### src/tsdes_pkg.sv
package tsdes_pkg;

  localparam int unsigned KEY_W  = 10;
  localparam int unsigned DATA_W = 8;
  localparam int unsigned SK_W   = 8;
  localparam int unsigned ADDR_W = 4;
  localparam int unsigned PDATA_W = 32;

  typedef logic [1:0] reg_idx_t;
  localparam reg_idx_t REG_KEY_ONE      = 2'd0;
  localparam reg_idx_t REG_KEY_TWO      = 2'd1;
  localparam reg_idx_t REG_TRIPLE_MODE  = 2'd2;
  localparam reg_idx_t REG_DECRYPT_MODE = 2'd3;

  typedef struct packed {
    logic [SK_W-1:0] k1;
    logic [SK_W-1:0] k2;
  } subkeys_t;

  localparam logic [1:0] SBOX0 [4][4] = '{
    '{2'd1, 2'd0, 2'd3, 2'd2},
    '{2'd3, 2'd2, 2'd1, 2'd0},
    '{2'd0, 2'd2, 2'd1, 2'd3},
    '{2'd3, 2'd1, 2'd3, 2'd2}
  };

  localparam logic [1:0] SBOX1 [4][4] = '{
    '{2'd0, 2'd1, 2'd2, 2'd3},
    '{2'd2, 2'd0, 2'd1, 2'd3},
    '{2'd3, 2'd0, 2'd1, 2'd0},
    '{2'd2, 2'd1, 2'd0, 2'd3}
  };

  // permutations, positions counted from 1 at the msb
  function automatic logic [9:0] p10(input logic [9:0] k);
    return {k[7], k[5], k[8], k[3], k[6], k[0], k[9], k[1], k[2], k[4]};
  endfunction

  function automatic logic [7:0] p8(input logic [9:0] t);
    return {t[4], t[7], t[3], t[6], t[2], t[5], t[0], t[1]};
  endfunction

  function automatic logic [3:0] p4(input logic [3:0] s);
    return {s[2], s[0], s[1], s[3]};
  endfunction

  function automatic logic [7:0] ip(input logic [7:0] v);
    return {v[6], v[2], v[5], v[7], v[4], v[0], v[3], v[1]};
  endfunction

  function automatic logic [7:0] ip_inv(input logic [7:0] v);
    return {v[4], v[7], v[5], v[3], v[1], v[6], v[0], v[2]};
  endfunction

  function automatic logic [7:0] exp_perm(input logic [3:0] r);
    return {r[0], r[3], r[2], r[1], r[2], r[1], r[0], r[3]};
  endfunction

  function automatic logic [9:0] rot1_halves(input logic [9:0] v);
    return {v[8:5], v[9], v[3:0], v[4]};
  endfunction

  function automatic logic [9:0] rot2_halves(input logic [9:0] v);
    return {v[7:5], v[9:8], v[2:0], v[4:3]};
  endfunction

  function automatic subkeys_t make_subkeys(input logic [KEY_W-1:0] key);
    logic [9:0] t1;
    logic [9:0] t2;
    subkeys_t sk;
    t1 = rot1_halves(p10(key));
    t2 = rot2_halves(t1);
    sk.k1 = p8(t1);
    sk.k2 = p8(t2);
    return sk;
  endfunction

  function automatic logic [3:0] round_f(input logic [3:0] r, input logic [SK_W-1:0] sk);
    logic [7:0] x;
    logic [1:0] s0;
    logic [1:0] s1;
    x  = exp_perm(r) ^ sk;
    s0 = SBOX0[{x[7], x[4]}][x[6:5]];
    s1 = SBOX1[{x[3], x[0]}][x[2:1]];
    return p4({s0, s1});
  endfunction

  function automatic logic [7:0] round_fk(input logic [7:0] v, input logic [SK_W-1:0] sk);
    return {v[7:4] ^ round_f(v[3:0], sk), v[3:0]};
  endfunction

endpackage

### src/tsdes_pass.sv
module tsdes_pass (
  input  tsdes_pkg::subkeys_t          subkeys,
  input  logic                         decrypt,
  input  logic [tsdes_pkg::DATA_W-1:0] din,
  output logic [tsdes_pkg::DATA_W-1:0] dout
);

  logic [tsdes_pkg::SK_W-1:0]   sk_a;
  logic [tsdes_pkg::SK_W-1:0]   sk_b;
  logic [tsdes_pkg::DATA_W-1:0] t_ip;
  logic [tsdes_pkg::DATA_W-1:0] t_r1;
  logic [tsdes_pkg::DATA_W-1:0] t_sw;
  logic [tsdes_pkg::DATA_W-1:0] t_r2;

  // decryption runs the subkeys in reverse order
  assign sk_a = decrypt ? subkeys.k2 : subkeys.k1;
  assign sk_b = decrypt ? subkeys.k1 : subkeys.k2;

  assign t_ip = tsdes_pkg::ip(din);
  assign t_r1 = tsdes_pkg::round_fk(t_ip, sk_a);
  assign t_sw = {t_r1[3:0], t_r1[7:4]};
  assign t_r2 = tsdes_pkg::round_fk(t_sw, sk_b);
  assign dout = tsdes_pkg::ip_inv(t_r2);

endmodule

### src/triple_sdes_byte_cipher_unit.sv
// Simplified DES byte cipher, single or two-key triple (E-D-E) mode.
// Input channel: in_valid / in_ready with one byte in in_data_in per request.
// Result channel: out_valid / out_ready with one byte in out_data_out per request.
// Every request gives exactly one result, in order.
// Registers on the APB port: 0x0 key_one, 0x4 key_two, 0x8 triple_mode,
// 0xC decrypt_mode; write them only while no request is in flight.
// Path: an accepted byte is held in the input register, and its result is
// offered from the result register; one input register stage and one
// result register with all cipher rounds in between.
// Throughput: one byte per cycle while the receiver takes results; the three passes of triple mode are laid out
// side by side between the two registers.
// A stalled receiver holds the result register; the input register keeps
// accepting until it is also full, so in_ready drops only after both stages
// hold a byte.
// Reset (rst_n low, synchronous) empties both stages and clears the
// configuration registers to zero: single mode, encrypt, both keys zero.
module triple_sdes_byte_cipher_unit (
  input  logic                            clk,
  input  logic                            rst_n,
  input  logic                            in_valid,
  output logic                            in_ready,
  input  logic [tsdes_pkg::DATA_W-1:0]    in_data_in,
  output logic                            out_valid,
  input  logic                            out_ready,
  output logic [tsdes_pkg::DATA_W-1:0]    out_data_out,
  input  logic                            psel,
  input  logic                            penable,
  input  logic                            pwrite,
  input  logic [tsdes_pkg::ADDR_W-1:0]    paddr,
  input  logic [tsdes_pkg::PDATA_W-1:0]   pwdata,
  output logic [tsdes_pkg::PDATA_W-1:0]   prdata,
  output logic                            pready
);

  logic [tsdes_pkg::KEY_W-1:0]  key_one_r;
  logic [tsdes_pkg::KEY_W-1:0]  key_two_r;
  logic                         triple_mode_r;
  logic                         decrypt_mode_r;
  logic                         cfg_wr;
  tsdes_pkg::reg_idx_t          cfg_idx;

  logic                         s1_valid_r;
  logic [tsdes_pkg::DATA_W-1:0] s1_data_r;
  logic                         out_valid_r;
  logic [tsdes_pkg::DATA_W-1:0] out_data_r;
  logic                         s2_ready;
  logic                         s1_ready;

  tsdes_pkg::subkeys_t          sk_one;
  tsdes_pkg::subkeys_t          sk_two;
  logic [tsdes_pkg::DATA_W-1:0] pass0;
  logic [tsdes_pkg::DATA_W-1:0] pass1;
  logic [tsdes_pkg::DATA_W-1:0] pass2;
  logic [tsdes_pkg::DATA_W-1:0] result_nxt;

  // configuration port
  assign pready  = 1'b1;
  assign cfg_idx = paddr[3:2];
  assign cfg_wr  = psel && penable && pwrite && pready;

  always_ff @(posedge clk) begin
    if (!rst_n) begin
      key_one_r      <= '0;
      key_two_r      <= '0;
      triple_mode_r  <= 1'b0;
      decrypt_mode_r <= 1'b0;
    end else if (cfg_wr) begin
      unique case (cfg_idx)
        tsdes_pkg::REG_KEY_ONE:      key_one_r      <= pwdata[tsdes_pkg::KEY_W-1:0];
        tsdes_pkg::REG_KEY_TWO:      key_two_r      <= pwdata[tsdes_pkg::KEY_W-1:0];
        tsdes_pkg::REG_TRIPLE_MODE:  triple_mode_r  <= pwdata[0];
        tsdes_pkg::REG_DECRYPT_MODE: decrypt_mode_r <= pwdata[0];
        default: ;
      endcase
    end
  end

  always_comb begin
    unique case (cfg_idx)
      tsdes_pkg::REG_KEY_ONE:
        prdata = {{(tsdes_pkg::PDATA_W-tsdes_pkg::KEY_W){1'b0}}, key_one_r};
      tsdes_pkg::REG_KEY_TWO:
        prdata = {{(tsdes_pkg::PDATA_W-tsdes_pkg::KEY_W){1'b0}}, key_two_r};
      tsdes_pkg::REG_TRIPLE_MODE:
        prdata = {{(tsdes_pkg::PDATA_W-1){1'b0}}, triple_mode_r};
      tsdes_pkg::REG_DECRYPT_MODE:
        prdata = {{(tsdes_pkg::PDATA_W-1){1'b0}}, decrypt_mode_r};
      default:
        prdata = '0;
    endcase
  end

  // two-stage pipeline handshake
  assign s2_ready = !out_valid_r || out_ready;
  assign s1_ready = !s1_valid_r || s2_ready;
  assign in_ready = s1_ready;

  always_ff @(posedge clk) begin
    if (!rst_n) begin
      s1_valid_r <= 1'b0;
    end else if (s1_ready) begin
      s1_valid_r <= in_valid;
    end
  end

  always_ff @(posedge clk) begin
    if (in_valid && s1_ready) begin
      s1_data_r <= in_data_in;
    end
  end

  // subkeys follow the key registers
  assign sk_one = tsdes_pkg::make_subkeys(key_one_r);
  assign sk_two = tsdes_pkg::make_subkeys(key_two_r);

  tsdes_pass u_pass0 (
    .subkeys (sk_one),
    .decrypt (decrypt_mode_r),
    .din     (s1_data_r),
    .dout    (pass0)
  );

  tsdes_pass u_pass1 (
    .subkeys (sk_two),
    .decrypt (!decrypt_mode_r),
    .din     (pass0),
    .dout    (pass1)
  );

  tsdes_pass u_pass2 (
    .subkeys (sk_one),
    .decrypt (decrypt_mode_r),
    .din     (pass1),
    .dout    (pass2)
  );

  assign result_nxt = triple_mode_r ? pass2 : pass0;

  always_ff @(posedge clk) begin
    if (!rst_n) begin
      out_valid_r <= 1'b0;
    end else if (s2_ready) begin
      out_valid_r <= s1_valid_r;
    end
  end

  always_ff @(posedge clk) begin
    if (s1_valid_r && s2_ready) begin
      out_data_r <= result_nxt;
    end
  end

  assign out_valid    = out_valid_r;
  assign out_data_out = out_data_r;

  // checks
  a_reset_empty: assert property (@(posedge clk)
    !rst_n |=> !s1_valid_r && !out_valid_r)
    else $error("pipeline not empty after reset");

  a_stage_moves: assert property (@(posedge clk) disable iff (!rst_n)
    s1_valid_r && s2_ready |=> out_valid_r)
    else $error("request lost between stages");

  a_stall_full: assert property (@(posedge clk) disable iff (!rst_n)
    !in_ready |-> s1_valid_r && out_valid_r && !out_ready)
    else $error("input stalled with room in the pipeline");

  a_result_loaded: assert property (@(posedge clk) disable iff (!rst_n)
    s1_valid_r && s2_ready |=> out_data_r == $past(result_nxt))
    else $error("result register not loaded");

endmodule
### config.mk
export PLATFORM = sky130hd
export DESIGN_NAME = triple_sdes_byte_cipher_unit
export DESIGN_NICKNAME = d
export VERILOG_FILES = /design/src/tsdes_pkg.sv /design/src/tsdes_pass.sv /design/src/triple_sdes_byte_cipher_unit.sv
export SDC_FILE = /design/constraint.sdc
export NUM_CORES = 1
export LEC_CHECK = 0
export BUFFER_PORTS_ARGS = -buffer_cell sky130_fd_sc_hd__buf_2
export CORE_UTILIZATION = 51
export CTS_CLUSTER_DIAMETER = 60
export CTS_CLUSTER_SIZE = 8
export DETAILED_ROUTE_END_ITERATION = 8
export MAX_ROUTING_LAYER = met4
export PLACE_DENSITY_LB_ADDON = 0.12
export SLEW_MARGIN = 5
export SYNTH_ARGS = -nofsm -noshare
export SYNTH_HDL_FRONTEND = slang
export SYNTH_SLANG_ARGS = --single-unit
### constraint.sdc
create_clock -name clk -period 6 [get_ports clk]
set_input_delay 0.3 -clock clk [delete_from_list [all_inputs] [get_ports clk]]
set_output_delay 0.3 -clock clk [all_outputs]
set_load 0.03 [all_outputs]
* After elaboration in Yosys (flattened, before gate mapping)
Cells that the tools add are included.
** Operators by class
- Equality and inequality tests :: 3
- Reductions and logical operators :: 13
- Bitwise gates (word level) :: 36
- Order comparisons :: 24
- Mux-type cells :: 78
** Operator list (count)
- 8-bit two-way mux :: 29
- 8-bit binary-select mux with 2-bit select :: 12
- 32-bit case mux with 4 select lines :: 1
- 3-bit >= comparator, second input constant :: 24
- 2-bit inverter with 3-bit output :: 24
- 2-bit binary-select mux with 2-bit select :: 12
- 2-bit two-way mux :: 24
- 8-bit XOR :: 6
- 4-bit XOR :: 6
- 2-bit AND reduction :: 4
- 2-bit equality test, second input constant :: 2
- 1-bit logical AND :: 4
- 2-bit by 1-bit equality test with 1-bit output, second input constant :: 1
- 1-bit zero test :: 2
- 2-bit zero test :: 1
- 1-bit logical OR :: 2
** Word-level totals
- Register bits after elaboration :: 40

* Logic depth before layout (Yosys ltp)
Gate-level depths: netlist (run 1).
- Depth after elaboration :: 40
- Depth in mapped cells :: 28
- Depth with buffers taken out :: 28

* Modules after synthesis
From an unflattened synthesis (run 1), not the netlist that was laid out.
** Unflattened totals
- Cells, all modules :: 464
- Area total of the unflattened synthesis :: 4403.0 µm²
** By module, submodules not included
- tsdes_pass :: times used 3, seq. area each 0.0 µm², area an instance 852.1 µm², cells each 98
- triple_sdes_byte_cipher_unit :: times used 1, seq. area each 960.9 µm², area an instance 1846.8 µm², cells each 170

* Worst setup path before layout (run 1)
No wires, ideal clock.
- Path kind :: flip-flop to flip-flop
- Start :: reg decrypt_mode_r
- End :: reg out_data_r (netlist bit out_data_out[7]), data pin
- Period minus slack after synthesis :: 5.708 ns
- Arrival :: 5.437 ns
- Required time :: 5.729 ns
- Setup slack :: 0.292 ns
- Cell stages (with the launch flop) :: 25
- Setup time :: 0.271 ns
- Path through :: dfxtp_1 > mux2i_1 > xor2_1 > inv_1 > ha_1 > nor2b_1 > o311ai_4 > mux2_2 > or2_1 > a32oi_2 > xnor2_1 > xnor2_1 > inv_1 > ha_1 > nand2b_1 > a311oi_2 > xnor2_2 > xnor2_2 > inv_1 > ha_1 > inv_1 > mux2i_1 > mux2i_1 > nand3_1 > xnor2_1
** Between the ends
- Cells in the longest elaborated chain, start to end :: 40
** Ends and longest elaborated chain
- start, declared :: line triple_sdes_byte_cipher_unit.sv:38 : logic decrypt_mode_r;
- start signal, assigned :: line triple_sdes_byte_cipher_unit.sv:72 : tsdes_pkg::REG_DECRYPT_MODE: decrypt_mode_r <= pwdata[0];
- 8-bit two-way mux :: line tsdes_pass.sv:16 : assign sk_a = decrypt ? subkeys.k2 : subkeys.k1;
- 8-bit XOR :: line tsdes_pkg.sv:82 : x = exp_perm(r) ^ sk;
- 2-bit inverter with 3-bit output, on equally long branches :: line tsdes_pkg.sv:84, tsdes_pkg.sv:83
- 8-bit binary-select mux with 2-bit select, on equally long branches :: line tsdes_pkg.sv:84, tsdes_pkg.sv:83
- 8-bit two-way mux, on equally long branches (2 in a row) :: line tsdes_pkg.sv:84, tsdes_pkg.sv:83
- 2-bit binary-select mux with 2-bit select, on equally long branches :: line tsdes_pkg.sv:84, tsdes_pkg.sv:83
- 2-bit two-way mux, on equally long branches (2 in a row) :: line tsdes_pkg.sv:84, tsdes_pkg.sv:83
- 4-bit XOR :: line tsdes_pkg.sv:89 : return {v[7:4] ^ round_f(v[3:0], sk), v[3:0]};
- [... 21 more ...]
- 2-bit inverter with 3-bit output (implied by the code) :: line tsdes_pkg.sv:83 : s0 = SBOX0[{x[7], x[4]}][x[6:5]];
- 8-bit binary-select mux with 2-bit select :: line tsdes_pkg.sv:83
- 8-bit two-way mux (implied by the code) (2 in a row) :: line tsdes_pkg.sv:83
- 2-bit binary-select mux with 2-bit select :: line tsdes_pkg.sv:83
- 2-bit two-way mux (implied by the code) (2 in a row) :: line tsdes_pkg.sv:83
- 4-bit XOR :: line tsdes_pkg.sv:89
- 8-bit two-way mux * :: line triple_sdes_byte_cipher_unit.sv:137 : assign result_nxt = triple_mode_r ? pass2 : pass0;
- named net result_nxt, one bit :: line triple_sdes_byte_cipher_unit.sv:54 : logic [tsdes_pkg::DATA_W-1:0] result_nxt;
- end signal, assigned :: line triple_sdes_byte_cipher_unit.sv:149 : out_data_r <= result_nxt;
- end, declared :: line triple_sdes_byte_cipher_unit.sv:45 : logic [tsdes_pkg::DATA_W-1:0] out_data_r;
Mark *: on every way through the listed nets, which the timed path passes. The rest lies on a longest branch. The select of a mux whose other input is x is not followed.
A chain may end at the register's enable or synchronous reset.

* Worst setup path in the final report (run 1)
- Start :: reg key_one_r[9] in the netlist's numbering
- End :: reg out_data_r (netlist bit out_data_out[7]), data pin
** Between the ends
- Cells in the longest elaborated chain, start to end :: 40
** Ends and longest elaborated chain
- start, declared :: line triple_sdes_byte_cipher_unit.sv:35 : logic [tsdes_pkg::KEY_W-1:0] key_one_r;
- start signal, assigned :: line triple_sdes_byte_cipher_unit.sv:69 : tsdes_pkg::REG_KEY_ONE: key_one_r <= pwdata[tsdes_pkg::KEY_W-1:0];
- 8-bit two-way mux :: line tsdes_pass.sv:16
- 8-bit XOR :: line tsdes_pkg.sv:82
- 2-bit inverter with 3-bit output, on equally long branches :: line tsdes_pkg.sv:84, tsdes_pkg.sv:83
- 8-bit binary-select mux with 2-bit select, on equally long branches :: line tsdes_pkg.sv:84, tsdes_pkg.sv:83
- 8-bit two-way mux, on equally long branches (2 in a row) :: line tsdes_pkg.sv:84, tsdes_pkg.sv:83
- 2-bit binary-select mux with 2-bit select, on equally long branches :: line tsdes_pkg.sv:84, tsdes_pkg.sv:83
- 2-bit two-way mux, on equally long branches (2 in a row) :: line tsdes_pkg.sv:84, tsdes_pkg.sv:83
- 4-bit XOR :: line tsdes_pkg.sv:89
- [... 21 more ...]
- 2-bit inverter with 3-bit output (implied by the code) :: line tsdes_pkg.sv:83
- 8-bit binary-select mux with 2-bit select :: line tsdes_pkg.sv:83
- 8-bit two-way mux (implied by the code) (2 in a row) :: line tsdes_pkg.sv:83
- 2-bit binary-select mux with 2-bit select :: line tsdes_pkg.sv:83
- 2-bit two-way mux (implied by the code) (2 in a row) :: line tsdes_pkg.sv:83
- 4-bit XOR :: line tsdes_pkg.sv:89
- 8-bit two-way mux * :: line triple_sdes_byte_cipher_unit.sv:137
- named net result_nxt, one bit :: line triple_sdes_byte_cipher_unit.sv:54
Marked as above.

==> results.toml, run 1 <==
[run_status]
status = "finished, final reports clean"

[flow_run]
drv.max_cap_violation_count = 0

[power]
switching_share_of_power_pct = 48.4
power_density_mw_per_mm2 = 534
seq_power_share_pct = 11.3
net-switching-power_w = 0.00135
pwr-share-clk_pct = 6.7
leakage_nw = 2.14
power.combinational.fraction_pct = 82.0
fin_total_pwr_w = 0.00278
p_int_w = 0.00143
power.ir.vdd_worst_mv = 0.297

[final_layout]
fin_nets = 596
area_taken_by_multi_input_logic_gates_mm2 = 0.00343
layout_common_cells = "sky130_fd_sc_hd__xnor2_1, sky130_fd_sc_hd__mux2i_1, sky130_fd_sc_hd__buf_2"
antenna_cells = 0
nFillCells = 733
final_cells = 642
area_grow_syn2layout_pct = 16.3
regArea_um2 = 965
final_common_cell = "sky130_fd_sc_hd__xnor2_1"
share_of_final_layout_standard_cells_stronger_than_drive_strength_1_pct = 28.1

[logic_synthesis]
synth_async_sr_flop_share_pct = 0
post_synth_instance_area_mm2 = 0.00447
synthFlopType = "sky130_fd_sc_hd__dfxtp_1"
ys_types = 67
synth-edff-count = 16
postSynthAreaPerCell_um2 = 9.58
synthesis.yosys.warnings = 0
synth-simple-area-share_pct = 15.7
synth_sequential_area_ratio_pct = 21.5
netlist_instances = 467
ys_ff_latch = 40
post_synthesis_share_of_cell_area_spent_on_xor_and_xnor_gates_pct = 26.7
yosys.area_share.adder_pct = 2.52
synth-compound-area-share_pct = 9.71
synth_top_family_by_area = "XOR/XNOR gates"
synthMuxAreaShare_pct = 16.6

[floorplanning]
core_mm2 = 0.00834
initial_core_util_pct = 53.6
die-area_mm2 = 0.00915
dieWidth_um = 95.7
top_level_ports = 94
floorplan.die.height_um = 95.7
num_rows = 33

[route]
detailroute.via_count = 3366
drtAntennaViolNets = 0
drc = 0
drt_iter0_markers = 91
route.final.wire_length_mm = 10.0
dr.pass1.iters = 4
route.detailed.vias_per_inst = 5.24
avgRoutedWirePerCell_um = 15.6

[clocking]
h-tree-depth = 2
holdBufCountCts = 0
cts_inserted_buffers = 5
clkSlewWorstSetupHoldPaths_ns = 0.09
insertion_delay_ns = 0.30
numClockSinks = 40
cts_buffer_depth = 2
tritoncts = "done"
cell_at_the_root_of_the_clock_tree = "sky130_fd_sc_hd__clkbuf_8"

[worst_setup_path]
worstSetupEndpointType = "flip-flop"
setup.worst_path.start_class = "flip-flop"
path_type_of_the_worst_setup_path = "flip-flop to flip-flop"
arrival_ns = 5.75
required_ns = 6.06
worst-path-max-fanout = 6

[timing]
setup_viol = 0
timing.clock.skew_ns = 0.00949
hold_viol = 0
max_freq_mhz = 176
unrepaired_setup_endpoints_after_global_routing = "no"
layout_min_cycle_time_ns = 5.69
worst_pin_slew_ns = 1.05
report.final.slew_viol_count = 0
whs_ns = 0.170
slew_headroom_pct = 29.5
layout_worst_path_cycle_share_pct = 94.8

[place]
detailed_place_hpwl_mm = 8.09
finalWeightedCongestion = 0.963
numPortBuffers = 46
placedCellCount = 627

[grt]
antenna_found_initial = 0
vias_in_the_first_global_route = 3144
overall_overflow_remaining_after_global_route = 0
grtUsageTotal_pct = 23.6
grt_first_pass_wirelength_mm = 15.6
grt_start_max_net_pins = 25

[hold_path]
hp-class = "input pin to flip-flop"
-- flip-flops by register name, indices dropped and copies added, names as in the netlist --
register	cells
out_data_out	8
key_two_r	10
s1_data_r	8
out_valid	1
decrypt_mode_r	1
s1_valid_r	1
key_one_r	10
triple_mode_r	1
-- worst max-delay path, cell delays in order (launching register included) --
cell                       delay, ns
sky130_fd_sc_hd__dfxtp_1        0.49
sky130_fd_sc_hd__mux2i_1        0.19
sky130_fd_sc_hd__xnor2_2        0.27
sky130_fd_sc_hd__mux2_2         0.37
sky130_fd_sc_hd__o21a_1         0.24
sky130_fd_sc_hd__xnor3_2        0.44
sky130_fd_sc_hd__ha_1           0.29
sky130_fd_sc_hd__mux2i_1        0.19
sky130_fd_sc_hd__o221ai_2       0.11
sky130_fd_sc_hd__buf_4          0.18
sky130_fd_sc_hd__xor2_2         0.20
sky130_fd_sc_hd__xnor2_2        0.29
sky130_fd_sc_hd__inv_1          0.07
sky130_fd_sc_hd__ha_1           0.29
sky130_fd_sc_hd__nand2b_1       0.15
sky130_fd_sc_hd__a311oi_2       0.33
sky130_fd_sc_hd__xnor2_2        0.18
sky130_fd_sc_hd__xnor2_2        0.15
sky130_fd_sc_hd__inv_1          0.06
sky130_fd_sc_hd__ha_1           0.27
sky130_fd_sc_hd__inv_1          0.04
sky130_fd_sc_hd__mux2i_1        0.17
sky130_fd_sc_hd__mux2i_1        0.22
sky130_fd_sc_hd__nand3_1        0.12
sky130_fd_sc_hd__xnor2_1        0.14
-- power by group through the flow --
| stage | registers, W | clock network, W | logic [W] |
|---|---|---|---|
| 6_report | 0.000313 | 0.000187 | 0.00228 |
| 5_1_grt | 0.000315 | 0.000199 | 0.00249 |
| 4_1_cts | 0.000313 | 0.000192 | 0.00210 |
| 3_5_place_dp | 0.000320 | 0 | 0.00207 |
| 3_3_place_gp | 0.000319 | 0 | 0.00201 |
| 2_1_floorplan | 0.000327 | 0 | 0.00164 |
-- layer usage --
metal / share of wire (%) / GRT usage, % / vias to the layer above
met5: 0 / - / -
met4: 1.6 / 6.84 / 0
met3: 2.6 / 2.79 / 9
met2: 50 / 40.1 / 72
met1: 46 / 29.4 / 1596
li1: - / - / 1689
-- cell usage after synthesis (all sizes together) (12+ instances only) --
cell type / instances / share of area, %
dfxtp: 24 / 11
mux2i: 65 / 15
xnor2: 74 / 16
a21oi: 18 / 2.3
edfxtp: 16 / 11
xor2: 29 / 6.5
buf: 34 / 5.0
nand2: 12 / 1.1
nor2b: 33 / 4.6
nor2: 32 / 2.7
inv: 17 / 1.4
-- logic make-up after synthesis --
| group | count (synthesis) |
|---|---|
| AOI/OAI and AO/OA | 49 |
| xor gates and xnor gates | 112 |
| adders and majority gates | 9 |
| buffers and inverters | 59 |
| DFF | 40 |
| muxes | 70 |
| other | 2 |
| and+or+nand+nor | 126 |
-- stage by stage --
step | util (%) | worst slack, ns | setup TNS (ns) | instance area [um^2]
3_3_place_gp | 58.6 | 0.102 | 0 | 4890
5_1_grt | 62.4 | 0.00940 | 0 | 5200
2_1_floorplan | - | 0.292 | 0 | 4550
4_1_cts | 60.1 | 0.0329 | 0 | 5010
6_report | 62.4 | 0.311 | 0 | 5200
3_5_place_dp | 58.6 | -0.0724 | -0.130 | 4890
-- cell type report --
| class | count | area share [%] |
|---|---|---|
| Timing Repair Buffer | 83 | 10.0 |
| Clock inverter | 2 | 0.313 |
| Sequential cell | 40 | 18.5 |
| Clock buffer | 6 | 1.39 |
| Inverter | 17 | 1.23 |
| Multi-Input combinational cell | 389 | 66.0 |
| Tap cell | 105 | 2.52 |
-- path summary, 6_finish.rpt --
check	start	endpoint	slack [ns]	cells after the start
max	key_one_r[9]$_SDFFE_PN0P_	out_data_out[7]$_DFFE_PP_	0.31	24
min	in_data_in[7]	s1_data_r[7]$_DFFE_PP_	0.17	1
max reg2reg	key_one_r[9]$_SDFFE_PN0P_	out_data_out[7]$_DFFE_PP_	0.31	24
min reg2reg	s1_valid_r$_SDFFE_PN0N_	out_valid$_SDFFE_PN0P_	0.52	1
-- timing repair --
item | CTS | global route
pin swaps | 1 | 7
resized for setup | 2 | 23
buffers inserted | 1 | 6
setup endpoints to repair | 2 | 4
No activity file was read; power rests on OpenSTA's default activity.
==> run 2, diff against run 1 <==
--- a/config.mk
+++ b/config.mk
@@ -5,6 +5,7 @@
 export SDC_FILE = /design/constraint.sdc
 export NUM_CORES = 1
 export LEC_CHECK = 0
+export ABC_CLOCK_PERIOD_IN_PS = 6000
 export BUFFER_PORTS_ARGS = -buffer_cell sky130_fd_sc_hd__buf_2
 export CORE_UTILIZATION = 51
 export CTS_CLUSTER_DIAMETER = 60
@@ -15,4 +16,5 @@
 export SLEW_MARGIN = 5
 export SYNTH_ARGS = -nofsm -noshare
 export SYNTH_HDL_FRONTEND = slang
+export SYNTH_HIERARCHICAL = 1
 export SYNTH_SLANG_ARGS = --single-unit
==> results.toml, run 2 <==
[run_status]
status = "complete, but fails checks"
violations_in_the_final_reports = "negative setup slack"

[route]
dr.pass1.iters = 4
route.detailed.vias_per_inst = 5.23
avgRoutedWirePerCell_um = 15.6
drt_iter0_markers = 105
drtAntennaViolNets = 0
drc = 0
route.final.wire_length_mm = 10.8
detailroute.via_count = 3628

[worst_setup_path]
required_ns = 6.04
critical_path.max_stage_delay_ns = 0.40
timing.critical_path.slowest_stage_cell = "sky130_fd_sc_hd__dfxtp_4"
arrival_ns = 6.05
critical-path-top-delay-family = "XOR/XNOR gates"
worstSetupEndpointType = "flip-flop"
worst-path-max-fanout = 4
path_type_of_the_worst_setup_path = "flip-flop to flip-flop"
sum_of_buffers_and_inverters_on_the_critical_path = 5
r2r_setup_slack_ns = -0.003
setup.worst_path.start_class = "flip-flop"

[floorplanning]
core_mm2 = 0.00830
dieWidth_um = 94.9
die-area_mm2 = 0.00901
initial_core_util_pct = 53.1
floorplan.die.height_um = 94.9
top_level_ports = 94
num_rows = 33

[final_layout]
layout.cell_area.non_filler_mm2 = 0.00573
final_common_cell = "sky130_fd_sc_hd__buf_4"
layout_common_cells = "sky130_fd_sc_hd__buf_4, sky130_fd_sc_hd__mux2i_1, sky130_fd_sc_hd__buf_2"
antenna_cells = 0
largestRegisters = "key_one_r (10), key_two_r (10)"
final_cells = 694
fin_nets = 654
area_grow_syn2layout_pct = 30.1
share_of_final_layout_standard_cells_stronger_than_drive_strength_1_pct = 37.2
nFillCells = 671

[logic_synthesis]
synth-edff-count = 16
netlist_instances = 464
postSynthAreaPerCell_um2 = 9.49
synth_top_area_share_pct = 21.8
synth_commonest_cells = "sky130_fd_sc_hd__mux2i_1, sky130_fd_sc_hd__xnor2_1, sky130_fd_sc_hd__xor2_1"
post_synth_instance_area_mm2 = 0.00440
post_synth_main_area_contributors = "sky130_fd_sc_hd__mux2i_1, sky130_fd_sc_hd__dfxtp_1, sky130_fd_sc_hd__edfxtp_1, sky130_fd_sc_hd__xnor2_1, sky130_fd_sc_hd__xor2_1"
synthesis.yosys.warnings = 6
ys_ff_latch = 40
synth_async_sr_flop_share_pct = 0
ys_types = 40
synthMostInstantiatedCell = "sky130_fd_sc_hd__mux2i_1"
synth_top_area_cell = "sky130_fd_sc_hd__mux2i_1"
synthFlopType = "sky130_fd_sc_hd__dfxtp_1"
synth_sequential_area_ratio_pct = 21.8

[power]
fin_total_pwr_w = 0.00376
leakage_nw = 2.55
power_density_mw_per_mm2 = 656
power.ir.vdd_worst_mv = 0.469

[place]
finalWeightedCongestion = 0.849
numPortBuffers = 46
placedInstanceArea_mm2 = 0.00524
detailed_place_hpwl_mm = 8.55
placedCellCount = 677

[clocking]
insertion_delay_ns = 0.29
holdBufCountCts = 0
cts_buffer_depth = 2
h-tree-depth = 2
clkSlewWorstSetupHoldPaths_ns = 0.08
numClockSinks = 40
cts_inserted_buffers = 5
cell_at_the_root_of_the_clock_tree = "sky130_fd_sc_hd__clkbuf_8"
tritoncts = "done"

[timing]
unrepaired_setup_endpoints_after_global_routing = "yes"
hold_viol = 0
slew_headroom_pct = 41.3
timing.clock.skew_ns = 0.00957
worst_pin_slew_ns = 0.879
max_freq_mhz = 167
layout_min_cycle_time_ns = 6.00
setup_slack_ns = -0.00277
layout_worst_path_cycle_share_pct = 100
setup_total_negative_slack_ns = -0.00277
report.final.slew_viol_count = 0
setup_viol = 1
whs_ns = 0.185

[hold_path]
hp-class = "input pin to flip-flop"

[grt]
vias_in_the_first_global_route = 3503
grtUsageTotal_pct = 24.8
antenna_found_initial = 0
overall_overflow_remaining_after_global_route = 0
grt_first_pass_wirelength_mm = 16.2
grt_start_max_net_pins = 35

[flow_run]
drv.max_cap_violation_count = 0
## run 2: metrics by stage
stage | util, % | setup slack [ns]
5_1_grt | 69.0 | -0.296
3_5_place_dp | 63.2 | -0.179
2_1_floorplan | - | 0.00365
6_report | 69.0 | -0.00277
4_1_cts | 66.5 | 0.0182
3_3_place_gp | 63.2 | -0.0372
## run 2: path summary, 6_finish.rpt
path,start,endpoint,depth (start not counted)
worst max-delay path,decrypt_mode_r$_SDFFE_PN0P_,out_data_out[7]$_DFFE_PP_,31
worst min-delay path,in_data_in[4],s1_data_r[4]$_DFFE_PP_,1
worst max register to register,decrypt_mode_r$_SDFFE_PN0P_,out_data_out[7]$_DFFE_PP_,31
worst min register to register,key_two_r[3]$_SDFFE_PN0P_,key_two_r[3]$_SDFFE_PN0P_,2
## run 2: layout make-up
type	count	area, um^2	area share (%)
inverters	17	63.8	1.11
multi-input cells	386	3500	61.1
well taps	105	131	2.29
repair buffers	138	950	16.6
clock inverters	1	8.76	0.153
flip-flops and latches	40	965	16.8
clock buffers	7	108	1.88
## run 2: what timing repair did
item / CTS / global route
setup endpoints to repair: 4 / 4
cloned: 0 / 0
endpoints found under the hold margin: 0 / 0
resized for setup: 21 / 25
pin swaps: 26 / 32
buffers inserted: 3 / 7
## run 2: cell families after synthesis
kind of cell	Yosys count	share of synthesized area [%]
multiplexers	117	27.5
XOR/XNOR	99	21.1
AND/OR/NAND/NOR	89	10.0
buffers and inverters	59	8.01
AO/OA/AOI/OAI	43	7.10
flip-flops	40	21.8
adder cells (fa/ha/maj)	15	4.26
other	2	0.171
## run 2: where the power goes
part / internal, W / total, W / switching (W)
clock network: 0.000119 / 0.000217 / 0.0000980
registers: 0.000302 / 0.000312 / 0.00000969
logic: 0.00172 / 0.00323 / 0.00151
total: 0.00215 / 0.00376 / 0.00162
## run 2: metal layers
layer / vias up / track usage, % / wire length, um
met5: - / - / 0
met4: 0 / 9.97 / 380
met3: 22 / 3.62 / 267
met2: 84 / 43.6 / 5560
met1: 1709 / 28.0 / 4640
li1: 1813 / - / -
